## src/rtl/apse_pkg.sv

```systemverilog
package apse_pkg;

  localparam int unsigned MaxGroup = 4;

  localparam logic [7:0] ByteZero    = 8'h00;
  localparam logic [7:0] ByteOne     = 8'h01;
  localparam logic [4:0] NalTypeSps  = 5'd7;
  localparam logic [4:0] NalTypePps  = 5'd8;

  typedef enum logic [1:0] {
    MODE_SEARCH = 2'd0,
    MODE_HEADER = 2'd1,
    MODE_BODY   = 2'd2,
    MODE_DONE   = 2'd3
  } mode_e;

  typedef enum logic [1:0] {
    KIND_OTHER = 2'd0,
    KIND_SPS   = 2'd1,
    KIND_PPS   = 2'd2
  } kind_e;

  typedef struct packed {
    logic [7:0] data_byte;
    logic       packet_end;
    logic       packet_keyframe;
  } in_item_t;

  typedef struct packed {
    logic [7:0] nal_byte;
    logic       nal_kind;
    logic       nal_final;
    logic       sets_captured;
  } out_item_t;

  // all results caused by one input byte
  typedef struct packed {
    logic [MaxGroup-1:0][7:0] bytes;
    logic [2:0]               count;
    logic                     kind_pps;
    logic                     last_final;
    logic                     last_captured;
  } group_t;

endpackage

```

## src/rtl/apse_front.sv

```systemverilog
module apse_front import apse_pkg::*; (
  input  logic     clk_i,
  input  logic     rst_ni,
  input  logic     accept_i,
  input  in_item_t item_i,
  output group_t   grp_o
);

  mode_e      mode_q, mode_d;
  kind_e      kind_q, kind_d;
  logic [1:0] zr_q, zr_d;
  logic [7:0] held_q, held_d;
  logic [1:0] hz_q, hz_d;
  logic       sps_q, sps_d;
  logic       pps_q, pps_d;
  logic       cap_q, cap_d;

  always_ff @(posedge clk_i or negedge rst_ni) begin
    if (!rst_ni) begin
      mode_q <= MODE_SEARCH;
      kind_q <= KIND_OTHER;
      zr_q   <= '0;
      held_q <= '0;
      hz_q   <= '0;
      sps_q  <= 1'b0;
      pps_q  <= 1'b0;
      cap_q  <= 1'b0;
    end else begin
      mode_q <= mode_d;
      kind_q <= kind_d;
      zr_q   <= zr_d;
      held_q <= held_d;
      hz_q   <= hz_d;
      sps_q  <= sps_d;
      pps_q  <= pps_d;
      cap_q  <= cap_d;
    end
  end

  always_comb begin
    logic [7:0] b;
    logic       pend;
    logic       key;
    logic       do_close;
    logic [7:0] c_held;
    logic [1:0] c_hz;
    logic [1:0] c_zr;
    kind_e      c_kind;
    kind_e      emit_kind;
    kind_e      hdr_kind;
    logic [2:0] n;
    logic       last_fin;
    logic       last_cap;
    logic [MaxGroup-1:0][7:0] bytes;

    b        = item_i.data_byte;
    pend     = item_i.packet_end;
    key      = item_i.packet_keyframe;
    mode_d   = mode_q;
    kind_d   = kind_q;
    zr_d     = zr_q;
    held_d   = held_q;
    hz_d     = hz_q;
    sps_d    = sps_q;
    pps_d    = pps_q;
    cap_d    = cap_q;
    do_close = 1'b0;
    c_held   = held_q;
    c_hz     = hz_q;
    c_zr     = 2'd0;
    c_kind   = kind_q;
    emit_kind = kind_q;
    n        = 3'd0;
    last_fin = 1'b0;
    last_cap = 1'b0;
    bytes    = '0;

    case (b[4:0])
      NalTypeSps: hdr_kind = KIND_SPS;
      NalTypePps: hdr_kind = KIND_PPS;
      default:    hdr_kind = KIND_OTHER;
    endcase

    if (accept_i && mode_q != MODE_DONE) begin
      if (!key) begin
        if (pend) begin
          if (mode_q == MODE_BODY) begin
            do_close = 1'b1;
          end else begin
            mode_d = MODE_SEARCH;
            zr_d   = 2'd0;
          end
        end
      end else begin
        case (mode_q)
          MODE_SEARCH: begin
            if (b == ByteZero) begin
              if (zr_q != 2'd3) zr_d = zr_q + 2'd1;
            end else if (b == ByteOne && zr_q == 2'd3) begin
              mode_d = MODE_HEADER;
              zr_d   = 2'd0;
            end else begin
              zr_d = 2'd0;
            end
            if (pend) begin
              mode_d = MODE_SEARCH;
              zr_d   = 2'd0;
            end
          end
          MODE_HEADER: begin
            kind_d    = hdr_kind;
            held_d    = b;
            hz_d      = 2'd0;
            mode_d    = MODE_BODY;
            emit_kind = hdr_kind;
            if (pend) begin
              do_close = 1'b1;
              c_held   = b;
              c_hz     = 2'd0;
              c_kind   = hdr_kind;
            end
          end
          MODE_BODY: begin
            if (hz_q >= 2'd2 && b <= ByteOne) begin
              // zeros after the held byte open the next start code
              do_close = 1'b1;
              c_hz     = 2'd0;
              c_zr     = (b == ByteZero && !pend) ? 2'd3 : 2'd0;
            end else if (b == ByteZero) begin
              if (pend) begin
                do_close = 1'b1;
                c_hz     = hz_q + 2'd1;
              end else begin
                hz_d = hz_q + 2'd1;
              end
            end else begin
              bytes[n[1:0]] = held_q;
              n = n + 3'd1;
              if (hz_q >= 2'd1) begin
                bytes[n[1:0]] = ByteZero;
                n = n + 3'd1;
              end
              if (hz_q >= 2'd2) begin
                bytes[n[1:0]] = ByteZero;
                n = n + 3'd1;
              end
              if (pend) begin
                do_close = 1'b1;
                c_held   = b;
                c_hz     = 2'd0;
              end else begin
                held_d = b;
                hz_d   = 2'd0;
              end
            end
          end
          default: ;
        endcase
      end
    end

    if (do_close) begin
      bytes[n[1:0]] = c_held;
      n = n + 3'd1;
      if (c_hz >= 2'd1) begin
        bytes[n[1:0]] = ByteZero;
        n = n + 3'd1;
      end
      if (c_hz >= 2'd2) begin
        bytes[n[1:0]] = ByteZero;
        n = n + 3'd1;
      end
      if (c_kind == KIND_SPS) sps_d = 1'b1;
      if (c_kind == KIND_PPS) pps_d = 1'b1;
      cap_d    = sps_d && pps_d;
      last_fin = 1'b1;
      last_cap = cap_d;
      mode_d   = cap_d ? MODE_DONE : MODE_SEARCH;
      zr_d     = cap_d ? 2'd0 : c_zr;
      kind_d   = KIND_OTHER;
      held_d   = '0;
      hz_d     = 2'd0;
    end

    grp_o.bytes         = bytes;
    grp_o.count         = (emit_kind == KIND_OTHER) ? 3'd0 : n;
    grp_o.kind_pps      = (emit_kind == KIND_PPS);
    grp_o.last_final    = last_fin;
    grp_o.last_captured = last_cap;
  end

  a_done_silent: assert property (@(posedge clk_i) disable iff (!rst_ni)
    (mode_q == MODE_DONE) |-> (grp_o.count == 3'd0))
    else $error("results produced after capture");

  a_cap_sticky: assert property (@(posedge clk_i) disable iff (!rst_ni)
    cap_q |=> (cap_q && mode_q == MODE_DONE))
    else $error("capture flag or done mode lost");

endmodule

```

## src/rtl/apse_queue.sv

```systemverilog
module apse_queue import apse_pkg::*; #(
  parameter int unsigned Depth = 2
) (
  input  logic   clk_i,
  input  logic   rst_ni,
  input  logic   push_i,
  input  group_t wdata_i,
  output logic   full_o,
  input  logic   pop_i,
  output logic   rvalid_o,
  output group_t rdata_o
);

  localparam int unsigned PtrW = (Depth > 1) ? $clog2(Depth) : 1;
  localparam int unsigned CntW = $clog2(Depth + 1);

  group_t            mem_q [Depth];
  logic [PtrW-1:0]   wr_ptr_q, wr_ptr_d;
  logic [PtrW-1:0]   rd_ptr_q, rd_ptr_d;
  logic [CntW-1:0]   cnt_q, cnt_d;

  assign full_o   = (cnt_q == CntW'(Depth));
  assign rvalid_o = (cnt_q != '0);
  assign rdata_o  = mem_q[rd_ptr_q];

  always_comb begin
    wr_ptr_d = wr_ptr_q;
    rd_ptr_d = rd_ptr_q;
    cnt_d    = cnt_q;
    if (push_i) begin
      wr_ptr_d = (wr_ptr_q == PtrW'(Depth - 1)) ? '0 : wr_ptr_q + PtrW'(1);
    end
    if (pop_i) begin
      rd_ptr_d = (rd_ptr_q == PtrW'(Depth - 1)) ? '0 : rd_ptr_q + PtrW'(1);
    end
    case ({push_i, pop_i})
      2'b10:   cnt_d = cnt_q + CntW'(1);
      2'b01:   cnt_d = cnt_q - CntW'(1);
      default: cnt_d = cnt_q;
    endcase
  end

  always_ff @(posedge clk_i or negedge rst_ni) begin
    if (!rst_ni) begin
      wr_ptr_q <= '0;
      rd_ptr_q <= '0;
      cnt_q    <= '0;
    end else begin
      wr_ptr_q <= wr_ptr_d;
      rd_ptr_q <= rd_ptr_d;
      cnt_q    <= cnt_d;
    end
  end

  always_ff @(posedge clk_i) begin
    if (push_i) begin
      mem_q[wr_ptr_q] <= wdata_i;
    end
  end

  a_no_overflow: assert property (@(posedge clk_i) disable iff (!rst_ni)
    push_i |-> (!full_o || pop_i))
    else $error("queue push while full");

  a_no_underflow: assert property (@(posedge clk_i) disable iff (!rst_ni)
    pop_i |-> rvalid_o)
    else $error("queue pop while empty");

endmodule

```

## src/rtl/apse_back.sv

```systemverilog
module apse_back import apse_pkg::*; (
  input  logic      clk_i,
  input  logic      rst_ni,
  input  logic      q_valid_i,
  input  group_t    q_data_i,
  output logic      q_pop_o,
  output logic      out_valid_o,
  input  logic      out_stall_i,
  output out_item_t out_data_o
);

  group_t     grp_q, grp_d;
  logic       grp_valid_q, grp_valid_d;
  logic [1:0] idx_q, idx_d;
  logic       out_valid_q, out_valid_d;
  out_item_t  out_q, out_d;

  logic load_out;
  logic last_elem;
  logic take_grp;

  assign load_out  = grp_valid_q && (!out_valid_q || !out_stall_i);
  assign last_elem = ({1'b0, idx_q} == (grp_q.count - 3'd1));
  assign take_grp  = !grp_valid_q || (load_out && last_elem);
  assign q_pop_o   = take_grp && q_valid_i;

  always_comb begin
    grp_d       = grp_q;
    grp_valid_d = grp_valid_q;
    idx_d       = idx_q;
    out_valid_d = out_valid_q;
    out_d       = out_q;
    if (load_out) begin
      out_valid_d         = 1'b1;
      out_d.nal_byte      = grp_q.bytes[idx_q];
      out_d.nal_kind      = grp_q.kind_pps;
      out_d.nal_final     = grp_q.last_final && last_elem;
      out_d.sets_captured = grp_q.last_captured && last_elem;
      idx_d               = idx_q + 2'd1;
    end else if (!out_stall_i) begin
      out_valid_d = 1'b0;
    end
    if (take_grp) begin
      grp_valid_d = q_valid_i;
      grp_d       = q_data_i;
      idx_d       = 2'd0;
    end
  end

  always_ff @(posedge clk_i or negedge rst_ni) begin
    if (!rst_ni) begin
      grp_valid_q <= 1'b0;
      idx_q       <= '0;
      out_valid_q <= 1'b0;
    end else begin
      grp_valid_q <= grp_valid_d;
      idx_q       <= idx_d;
      out_valid_q <= out_valid_d;
    end
  end

  always_ff @(posedge clk_i) begin
    grp_q <= grp_d;
    out_q <= out_d;
  end

  assign out_valid_o = out_valid_q;
  assign out_data_o  = out_q;

  a_group_nonempty: assert property (@(posedge clk_i) disable iff (!rst_ni)
    grp_valid_q |-> (grp_q.count != 3'd0 && grp_q.count <= 3'(MaxGroup)))
    else $error("empty or oversized group in serializer");

endmodule

```

## src/rtl/annexb_parameter_set_extractor.sv

```systemverilog
// channel | direction | handshake          | payload
// in      | input     | in_valid_i/in_stall_o  | in_data_i  (byte, packet end, keyframe)
// out     | output    | out_valid_o/out_stall_i | out_data_o (byte, kind, final, captured)
//
// one input byte is accepted per cycle while the group queue has room
// a byte causes zero to four result bytes; the output register sends one per
// cycle while out_stall_i is low, so the k results of one byte go out in turn
// the front parser and the output serializer are parted by a QueueDepth-group queue
// asynchronous reset returns the parser to start code search; no clearing pass
// in_stall_o rises only when the queue is full, independent of in_valid_i
module annexb_parameter_set_extractor import apse_pkg::*; #(
  parameter int unsigned QueueDepth = 2
) (
  input  logic      clk_i,
  input  logic      rst_ni,
  input  logic      in_valid_i,
  output logic      in_stall_o,
  input  in_item_t  in_data_i,
  output logic      out_valid_o,
  input  logic      out_stall_i,
  output out_item_t out_data_o
);

  logic   accept;
  logic   push;
  logic   q_full;
  logic   q_valid;
  logic   q_pop;
  group_t grp;
  group_t q_data;

  assign in_stall_o = q_full;
  assign accept     = in_valid_i && !in_stall_o;
  assign push       = accept && (grp.count != 3'd0);

  apse_front u_front (
    .clk_i    (clk_i),
    .rst_ni   (rst_ni),
    .accept_i (accept),
    .item_i   (in_data_i),
    .grp_o    (grp)
  );

  apse_queue #(
    .Depth (QueueDepth)
  ) u_queue (
    .clk_i    (clk_i),
    .rst_ni   (rst_ni),
    .push_i   (push),
    .wdata_i  (grp),
    .full_o   (q_full),
    .pop_i    (q_pop),
    .rvalid_o (q_valid),
    .rdata_o  (q_data)
  );

  apse_back u_back (
    .clk_i       (clk_i),
    .rst_ni      (rst_ni),
    .q_valid_i   (q_valid),
    .q_data_i    (q_data),
    .q_pop_o     (q_pop),
    .out_valid_o (out_valid_o),
    .out_stall_i (out_stall_i),
    .out_data_o  (out_data_o)
  );

  a_captured_is_final: assert property (@(posedge clk_i) disable iff (!rst_ni)
    (out_valid_o && out_data_o.sets_captured) |-> out_data_o.nal_final)
    else $error("capture mark on a non-final byte");

endmodule

```

## config.mk

```make
export PLATFORM = sky130hd
export DESIGN_NAME = annexb_parameter_set_extractor
export DESIGN_NICKNAME = d
export VERILOG_FILES = /design/src/rtl/apse_pkg.sv /design/src/rtl/apse_front.sv /design/src/rtl/apse_queue.sv /design/src/rtl/apse_back.sv /design/src/rtl/annexb_parameter_set_extractor.sv
export SDC_FILE = /design/constraint.sdc
export NUM_CORES = 1
export LEC_CHECK = 0
export ABC_AREA = 1
export BUFFER_PORTS_ARGS = -buffer_cell sky130_fd_sc_hd__buf_2
export CAP_MARGIN = 10
export CORE_MARGIN = 2
export CORE_UTILIZATION = 55
export DETAILED_ROUTE_END_ITERATION = 6
export MAX_ROUTING_LAYER = met4
export PLACE_DENSITY_LB_ADDON = 0.1
export SLEW_MARGIN = 0
export SYNTH_ARGS = -nofsm -noshare
export SYNTH_HDL_FRONTEND = slang
export SYNTH_SLANG_ARGS = --single-unit
```

## constraint.sdc

```tcl
create_clock -name clk_i -period 6.76 [get_ports clk_i]
set_input_delay 0.338 -clock clk_i [delete_from_list [all_inputs] [get_ports clk_i]]
set_output_delay 0.338 -clock clk_i [all_outputs]
set_load 0.02 [all_outputs]
```

; ---- Yosys cells after proc, flatten, opt, wreduce, memory -nomap -nowiden
; Memory sizes are Yosys's and may differ from the RTL's. A register that Yosys moved wholly into a read port is not among the register bits.
; Cells that the tools add are included.
[op_classes]
add_sub_neg = 12
order_cmp = 14
n_eq_ne = 25
n_mux = 125
bitwise = 6
reduce_logical = 38
[ops]
columns = op, n
row1 = $mux 32, 10
row2 = $mux 8, 21
row3 = $not 32->32, 3
row4 = $mux 2, 46
row5 = $and 32x32->32, 2
row6 = $demux 8 s2, 4
row7 = $mux 3, 16
row8 = $and 16x32->32, 1
row9 = $bwmux 32, 1
row10 = $pmux 8 s2, 2
row11 = $pmux 2 s2, 5
row12 = $mux 1, 18
row13 = $bmux 8 s2, 1
row14 = $logic_and 1x1->1, 16
row15 = $lt 2x3->1 const B, 5
row16 = $add 3x1->3 const B, 4
row17 = $eq 2x2->1 const B, 6
row18 = $ge 2x1->1 const B, 6
row19 = $ne 3x3->1 const B, 4
row20 = $reduce_and 6->1, 2
row21 = $reduce_and 5->1, 2
row22 = $reduce_bool 2->1, 5
row23 = $reduce_bool 3->1, 3
row24 = $add 2x1->2 const B, 4
row25 = 22 further kinds, 33
[word_totals]
register_bits = 37
ram_bits = 76
in_bits = 14
output_inout_bits = 13
wordCells = 238
mem_count = 1
[memory_table]
columns = name, depth, word_bits, read_ports, rd_clocked_by_memory_dff, wr, line
row1 = u_queue.mem_q, 2, 38, 1, 1, 1, apse_queue.sv:17  ; group_t mem_q [Depth];

; ---- Depth between registers and ports, before layout
; Gate-level depths: netlist (run 1).
[logic_depth]
word_depth = 26
mapped_depth = 22

; ---- By module
; Synthesis (run 1) repeated with hierarchy kept, for this count alone.
[unflattened]
cells_unflattened = 750
area_unflattened_um2 = 7508.5
[by_module_without_submodules]
columns = module, instances, cells_each, area_each_um2, seq_area_each_um2
row1 = apse_queue, 1, 222, 3019.1, 2382.3
row2 = apse_front, 1, 392, 2477.4, 450.4
row3 = apse_back, 1, 130, 1981.9, 1571.5
row4 = annexb_parameter_set_extractor, 1, 6, 30.0, 0.0

; ---- Worst setup path after synthesis (run 1)
; No wires, ideal clock.
[synth_timing]
kind = register -> register
from = register, netlist name u_back.grp_q[3]
to = register u_queue.cnt_q[1]
setup_time_ns = 0.124
arrival_time_ns = 5.296
required_ns = 6.636
slack_ns = 1.339
path_stages_with_launch = 12
synth_period_minus_slack_ns = 5.421
cell_sequence = edfxtp_1 -> inv_1 -> ha_1 -> xor2_1 -> nand3_1 -> o21ai_0 -> o21ai_0 -> inv_1 -> ha_1 -> a21oi_1 -> o21ai_0 -> xnor2_1
[synth_between]
elab_chain_cells = 7
[synth_rtl]
columns = item, line
row1 = $sub 3x1->3 *, apse_back.sv:23  ; assign last_elem = ({1'b0, idx_q} == (grp_q.count - 3'd1));
row2 = $eq 2x3->1 *, apse_back.sv:23
row3 = $logic_and 1x1->1 *, apse_back.sv:24  ; assign take_grp = !grp_valid_q || (load_out && last_elem);
row4 = $logic_or 1x1->1 *, apse_back.sv:24
row5 = named net u_back.take_grp, apse_back.sv:20  ; logic take_grp;
row6 = $logic_and 1x1->1 *, apse_back.sv:25  ; assign q_pop_o = take_grp && q_valid_i;
row7 = named net q_pop, annexb_parameter_set_extractor.sv:28  ; logic q_pop;
row8 = $eq 2x1->1 or $eq 2x2->1 (tied branches), apse_queue.sv:36  ; case ({push_i, pop_i})
row9 = $pmux 2 s2 or $reduce_bool 2->1 (tied branches), -
row10 = to (signal assigned), apse_queue.sv:51  ; cnt_q <= cnt_d;
row11 = to (decl), apse_queue.sv:20  ; logic [CntW-1:0] cnt_q, cnt_d;
; Mark *: on every way through the listed nets, which the timed path passes. The rest lies on a longest branch.
; A chain may end at the register's enable or synchronous reset.

; ---- Worst setup path in the final report (run 1)
[layout_timing]
from = register u_front.hz_q[0]
to = memory u_queue.mem_q[1][18] (netlist name), enable pin
[layout_between]
elab_chain_cells = 26
[layout_rtl]
columns = item, line
row1 = from (decl), apse_front.sv:13  ; logic [1:0] hz_q, hz_d;
row2 = from (signal assigned), apse_front.sv:33  ; hz_q <= hz_d;
row3 = $ge 2x1->1, apse_front.sv:139  ; if (hz_q >= 2'd1) begin
row4 = $mux 2, apse_front.sv:139
row5 = $mux 3, apse_front.sv:129  ; end else if (b == ByteZero) begin
row6 = $mux 3, apse_front.sv:124  ; if (hz_q >= 2'd2 && b <= ByteOne) begin
row7 = $mux 3, apse_front.sv:95  ; case (mode_q)
row8 = $mux 3, apse_front.sv:85  ; if (!key) begin
row9 = $mux 3, apse_front.sv:84  ; if (accept_i && mode_q != MODE_DONE) begin
row10 = $add 3x1->3, apse_front.sv:145  ; n = n + 3'd1;
row11 = (+10 left out), -
row12 = $add 3x1->3, apse_front.sv:171  ; n = n + 3'd1;
row13 = $mux 3, apse_front.sv:169  ; if (c_hz >= 2'd2) begin
row14 = $mux 3 *, apse_front.sv:162  ; if (do_close) begin
row15 = $mux 3 *, apse_front.sv:186  ; grp_o.count = (emit_kind == KIND_OTHER) ? 3'd0 : n;
row16 = $reduce_bool 3->1 *, annexb_parameter_set_extractor.sv:34  ; assign push = accept && (grp.count != 3'd0);
row17 = $logic_and 1x1->1 *, annexb_parameter_set_extractor.sv:34
row18 = $mux 1 *, apse_queue.sv:56  ; if (push_i) begin
row19 = $mux 1 (not written as such) *, apse_queue.sv:57  ; mem_q[wr_ptr_q] <= wdata_i;
row20 = to (decl), apse_queue.sv:17
; Every way passes the cells marked *; elsewhere a longest branch is shown, timed or not. The select of a mux whose other input is x is not followed.

==> impl_metrics.ini, run 1 <==
[status]
status = completed

[clocking]
path_clk_slew_ns = 0.06
clock_path_buffers = 2
htreeDepth = 4
clock_sink_count = 151
numCtsBuffers = 17
cts_tree = yes
cts_setup_buffers = 0
root_buffer = clkbuf_16
clock_latency_ns = 0.42

[sta]
fmax_mhz = 240.4
maxSlewHeadroom = 0.5551
tightest_slew_ns = 0.6673
fin_crit_ns = 4.160
fin_ws_ns = 2.600
post-route-period-util = 0.6153
finalClockSkew_ns = 0.01007
hold_violations = 0
fin_setup_tns_ns = 0
finalSetupViolCount = 0
rsz0062_at_grt = no
slew_viol_final = 0

[yosys]
synth_seq_cells = 151
syn_inst = 685
syn_area_um2 = 7078
ys_seq_area_frac = 0.6222
syn-mean-instance-area_um2 = 10.33
syn-num-nets = 718
synth_largest_area_cell = edfxtp_1
synth_top_area_frac = 0.5303
yosysUniqueCellTypes = 41
yosys_warnings = 0
netlist_top_cells_area = edfxtp_1 (53%), nand2_1 (9.8%), dfrtp_1 (9.2%), o21ai_0 (4.0%), ha_1 (3.4%)

[hold_path]
worstHoldPathType = in2reg

[detailed_routing]
drcViolationCount = 0
dr.first_iter.drc_count = 332
routedWlPerCell_um = 14.67
vias = 4681
viasPerCell = 5.190
drt_wl_total_um = 13230
drtAntennaViolNets = 0
dr.pass1.iters = 5

[critical_path]
crit_path_cell_trace = inv_1, ha_1, or2_2, nand2_2, nand4_4, nor2_2, inv_1, ha_1, o21ai_2, ha_1, a21oi_1, nand2_1, nand2_1, nand3_1, nand2_1, clkinv_1, buf_4
endpoint_kind = flop
slowest_delay_ns = 0.42
start_kind = flop
crit_required_ns = 6.90
arrival_ns = 4.30
crit_fanout = 25
critPathSlowestCell = buf_4
path_class = reg2reg

[placed_design]
dpl_cell_area_um2 = 7382
place_hpwl_um = 9159
globalplace.congestion = 0.8547
dp_cells = 869
portBuffers = 26
pre_cts_ws_ns = 2.572

[layout]
final_common_cell = nand2_1
ff_latch_area_um2 = 4404
drive_above_1_share = 0.1411
stdcell_count = 902
nNetsFinal = 751
antenna_cells = 0
final_area_um2 = 7990
final_cell_mix = nand2_1 (185), edfxtp_1 (125), inv_1 (62)
fillerInstances = 1008
multi_input_area_um2 = 2331
syn2layout_area_growth_pct = 12.89

[die]
die-area_um2 = 13790
chipWidth_um = 117.4
ioPinCount = 27
coreArea_um2 = 12570
initial_core_util = 0.5632
die_h_um = 117.4
row_count = 41

[global_routing]
grt_start_max_net_pins = 43
antenna_found_initial = 0
grt_usage = 0.2129
grt_pass1_vias = 4566
grt_overflow = 0
grt_pass1_wl_um = 22380

[power_and_ir_drop]
power_density_nw_per_um2 = 415.3
max-vdd-ir-drop_v = 0.0001615
leakagePower_nw = 3.397

[job]
drv_cap = 0
[cells in the mapped netlist (all sizes together)]
library cell and instances:
nand2 200, edfxtp 125, o21ai 71, nor2 69, inv 68, nand3 27, dfrtp 26, ha 19
nor3 19, clkbuf 12, a21oi 11, o22ai 9, buf 7, nand4 7, xor2 5, xnor2 3
o211ai 2, a21o 1, clkinv 1, nand3b 1, nor3b 1, or2 1
[registers in the layout, indices dropped and copies added (netlist names), 8 cells and up]
signal	flops
u_back.out_data_o	11
u_queue.mem_q	76
u_front.held_q	8
u_back.grp_q	38
[critical path: cells and delay by family (launching register included)]
| family | cells | cell delay, ns |
|---|---|---|
| and+or+nand+nor | 8 | 1.27 |
| buffers and inverters | 4 | 1.08 |
| adders and majority gates | 3 | 0.79 |
| DFF | 1 | 0.37 |
| AOI/OAI and AO/OA | 2 | 0.33 |
[final timing paths]
| check | from | end | cells past startpoint | slack [ns] |
|---|---|---|---|---|
| min in group asynchronous | rst_ni | u_front.zr_q[1]$_DFFE_PN0P_ | 2 | 0.48 |
| worst max-delay path | u_front.hz_q[0]$_DFFE_PN0P_ | u_queue.mem_q[1][18]$_DFFE_PP_ | 17 | 2.60 |
| worst min register to register | u_back.grp_q[2]$_DFFE_PP_ | u_back.out_data_o[2]$_DFFE_PP_ | 0 | 0.42 |
| max in group asynchronous | rst_ni | u_back.idx_q[1]$_DFFE_PN0P_ | 2 | 5.84 |
| worst min-delay path | out_stall_i | u_back.out_valid_o$_DFFE_PN0P_ | 3 | 0.14 |
| worst max register to register | u_front.hz_q[0]$_DFFE_PN0P_ | u_queue.mem_q[1][18]$_DFFE_PP_ | 17 | 2.60 |
[metrics by stage]
step	power [mW]	hold WS [ns]	utilization
floorplan	2.152	0.04241	-
global placement	2.377	0.4012	0.5874
finish	3.318	0.1384	0.6357
CTS	3.331	0.1242	0.6335
detailed placement	2.409	0.4084	0.5874
global route	3.534	0.1417	0.6357
[routing by layer]
metal / GRT usage / up-vias / wire length, um
li1: - / 2360 / -
met1: 0.2664 / 2198 / 6001
met2: 0.3366 / 97 / 6359
met3: 0.04669 / 26 / 573
met4: 0.09337 / 0 / 294
met5: - / - / 0
[logic make-up after synthesis]
| kind of cell | count (synthesis) | synth area share |
|---|---|---|
| AND/OR/NAND/NOR | 325 | 0.2114 |
| flip-flops | 151 | 0.6222 |
| AO/OA/AOI/OAI | 94 | 0.07283 |
| buffers and inverters | 88 | 0.05003 |
| adder cells (fa/ha/maj) | 19 | 0.03359 |
| XOR/XNOR | 8 | 0.009900 |
[area by class of cell]
| class | instances | share of cell area |
|---|---|---|
| Sequential cell | 151 | 0.5512 |
| Inverter | 69 | 0.03304 |
| Clock buffer | 21 | 0.05512 |
| Clock inverter | 10 | 0.01629 |
| Multi-Input combinational cell | 446 | 0.2917 |
| Tap cell | 172 | 0.02693 |
| Timing Repair Buffer | 33 | 0.02568 |
[report_power, final]
part | switching, mW | internal (mW) | total, mW | leakage [nW]
Clock | 0.346 | 0.574 | 0.920 | 0.271
Combinational | 0.670 | 0.295 | 0.965 | 1.62
Sequential | 0.0952 | 1.34 | 1.43 | 1.50
[timing repair]
| item | CTS | global route |
|---|---|---|
| gates resized for setup | 0 | 0 |
| endpoints found under the hold margin | 26 | 0 |
| hold buffers | 1 | 0 |
No activity file was read; power rests on OpenSTA's default activity.
==> run 2: changes to the inputs <==
clock period = 3.6 ns   (was 6.76 ns; I/O delays follow)
==> run 2 against run 1 <==
Global-route usage is 0.29 points lower. Largest power group unchanged. Non-clock buffer count grew 8. Clock skew is 0.0029 ns lower. Fmax grew 22%. Clock power increased by 120%. Flip-flop and latch count stayed put. Worst hold slack got worse by 0.093 ns.
==> impl_metrics.ini, run 2 (synthesis results as in run 1) <==
[sta]
rsz0062_at_grt = no
hold_violations = 0
slew_viol_final = 0
tightest_slew_ns = 0.6465
maxSlewHeadroom = 0.5690
finalSetupViolCount = 0
finalClockSkew_ns = 0.007209
post-route-period-util = 0.9482
fmax_mhz = 292.9
fin_crit_ns = 3.414

[detailed_routing]
drtAntennaViolNets = 0
routedWlPerCell_um = 14.41
dr.pass1.iters = 5
vias = 4641
drcViolationCount = 0
viasPerCell = 5.094
dr.first_iter.drc_count = 410
drt_wl_total_um = 13120

[hold_path]
worstHoldPathType = in2reg
hold_depth = 3
hold_end = u_front.held_q[6]$_DFFE_PN0P_
min_from = in_data_i[8]

[die]
die_h_um = 117.4
row_count = 41
initial_core_util = 0.5632
chipWidth_um = 117.4
die-area_um2 = 13790
ioPinCount = 27
coreArea_um2 = 12570

[layout]
final_cell_mix = nand2_1 (184), edfxtp_1 (125), inv_1 (60), nor2_1 (60), o21ai_0 (55)
ff_latch_area_um2 = 4404
antenna_cells = 0
fillerInstances = 965
postLayoutCoreUtil = 0.6542
multi_input_area_um2 = 2356
drive_above_1_share = 0.1651
syn2layout_area_growth_pct = 16.16
nNetsFinal = 759
stdcell_count = 911
top_register = u_queue.mem_q
final_area_um2 = 8222
largest_reg_flops = 76
final_common_cell = nand2_1

[critical_path]
crit_family = simple AND/OR/NAND/NOR gates
r2r_end = u_queue.cnt_q[1]$_DFFE_PN0P_
crit_required_ns = 3.89
reg2reg_depth = 19
path_class = reg2reg
endpoint_kind = flop
worst_path_most_repeated_cell = ha_1
r2r_start = u_front.hz_q[0]$_DFFE_PN0P_
start_kind = flop
slowest_delay_ns = 0.38
crit_fanout = 5
crit_buf_inv = 3
arrival_ns = 3.71
critPathSlowestCell = dfrtp_1
crit_path_cell_trace = inv_2, ha_1, or2_2, nand2_4, nand4_4, buf_4, nor2_4, ha_4, o21ai_2, ha_1, a21oi_1, nand2_1, nand2_2, nand3_1, inv_1, ha_1, a21oi_1, o21ai_0, xnor2_1
reg2reg_setup_slack_ns = 0.19

[clocking]
root_buffer = clkbuf_16
clock_latency_ns = 0.41
numCtsBuffers = 17
clock_path_buffers = 2
cts_tree = yes
path_clk_slew_ns = 0.06
htreeDepth = 4
clock_sink_count = 151

[global_routing]
grt_overflow = 0
grt_start_max_net_pins = 42
antenna_found_initial = 0
grt_usage = 0.2100
grt_pass1_wl_um = 22220
grt_pass1_vias = 4560

[power_and_ir_drop]
power_density_nw_per_um2 = 796.7
leakagePower_nw = 3.496
max-vdd-ir-drop_v = 0.0003484

[placed_design]
dpl_cell_area_um2 = 7450
portBuffers = 26
place_hpwl_um = 8774
globalplace.congestion = 0.8983
dp_cells = 873

[job]
drv_cap = 0

[status]
status = completed
-- run 2: cell type report --
| type | count | area share |
|---|---|---|
| clock buffers | 21 | 0.05600 |
| clock inverters | 11 | 0.02648 |
| inverters | 69 | 0.03302 |
| multi-input cells | 446 | 0.2866 |
| flip-flops and latches | 151 | 0.5357 |
| well taps | 172 | 0.02618 |
| repair buffers | 41 | 0.03607 |
-- run 2: tightest hold or removal path, stage by stage --
cell,delay [ns]
buf_2,0.12
nand3_2,0.08
o21ai_2,0.05
-- run 2: how the worst max path moves through the flow --
stage / startpoint / end / cells after the start
5_1_grt: u_front.hz_q[0]$_DFFE_PN0P_ / u_queue.cnt_q[1]$_DFFE_PN0P_ / 21
4_1_cts: u_front.hz_q[0]$_DFFE_PN0P_ / u_queue.cnt_q[1]$_DFFE_PN0P_ / 19
6_report: u_front.hz_q[0]$_DFFE_PN0P_ / u_queue.cnt_q[1]$_DFFE_PN0P_ / 19
3_5_place_dp: u_front.hz_q[0]$_DFFE_PN0P_ / u_queue.cnt_q[1]$_DFFE_PN0P_ / 19
3_3_place_gp: u_front.hz_q[0]$_DFFE_PN0P_ / u_queue.cnt_q[1]$_DFFE_PN0P_ / 19
2_1_floorplan: u_front.hz_q[0]$_DFFE_PN0P_ / u_queue.mem_q[0][0]$_DFFE_PP_ / 16
-- run 2: repair_timing --
item | 4_1_cts | 5_1_grt
hold endpoints to repair | 27 | 0
setup buffers | 2 | 1
setup endpoints to repair | 1 | 58
hold buffers | 2 | 0
gates resized for setup | 0 | 5
-- run 2: power breakdown --
| part | switching [mW] | total, mW | internal [mW] |
|---|---|---|---|
| Clock | 0.656 | 2.00 | 1.34 |
| Sequential | 0.183 | 2.70 | 2.51 |
| Combinational | 1.29 | 1.86 | 0.572 |
-- run 2: per-layer routing --
metal / global-route usage / routed length (um) / share of wire
met3: 0.04669 / 423 / 0.032
met5: - / 0 / 0
met4: 0.08584 / 320 / 0.024
met2: 0.3231 / 6250 / 0.48
met1: 0.2732 / 6129 / 0.47
-- run 2: stage by stage --
stage	power, mW	worst slack (ns)	hold slack [ns]	setup TNS, ns
6_report	6.550	0.1863	0.04540	0
5_1_grt	6.948	0.008915	0.04167	0
3_3_place_gp	4.475	0.1733	0.2308	0
3_5_place_dp	4.538	0.01790	0.2481	0
2_1_floorplan	4.026	-0.01590	-0.1156	-0.6041
4_1_cts	6.551	0.08377	0.02790	0
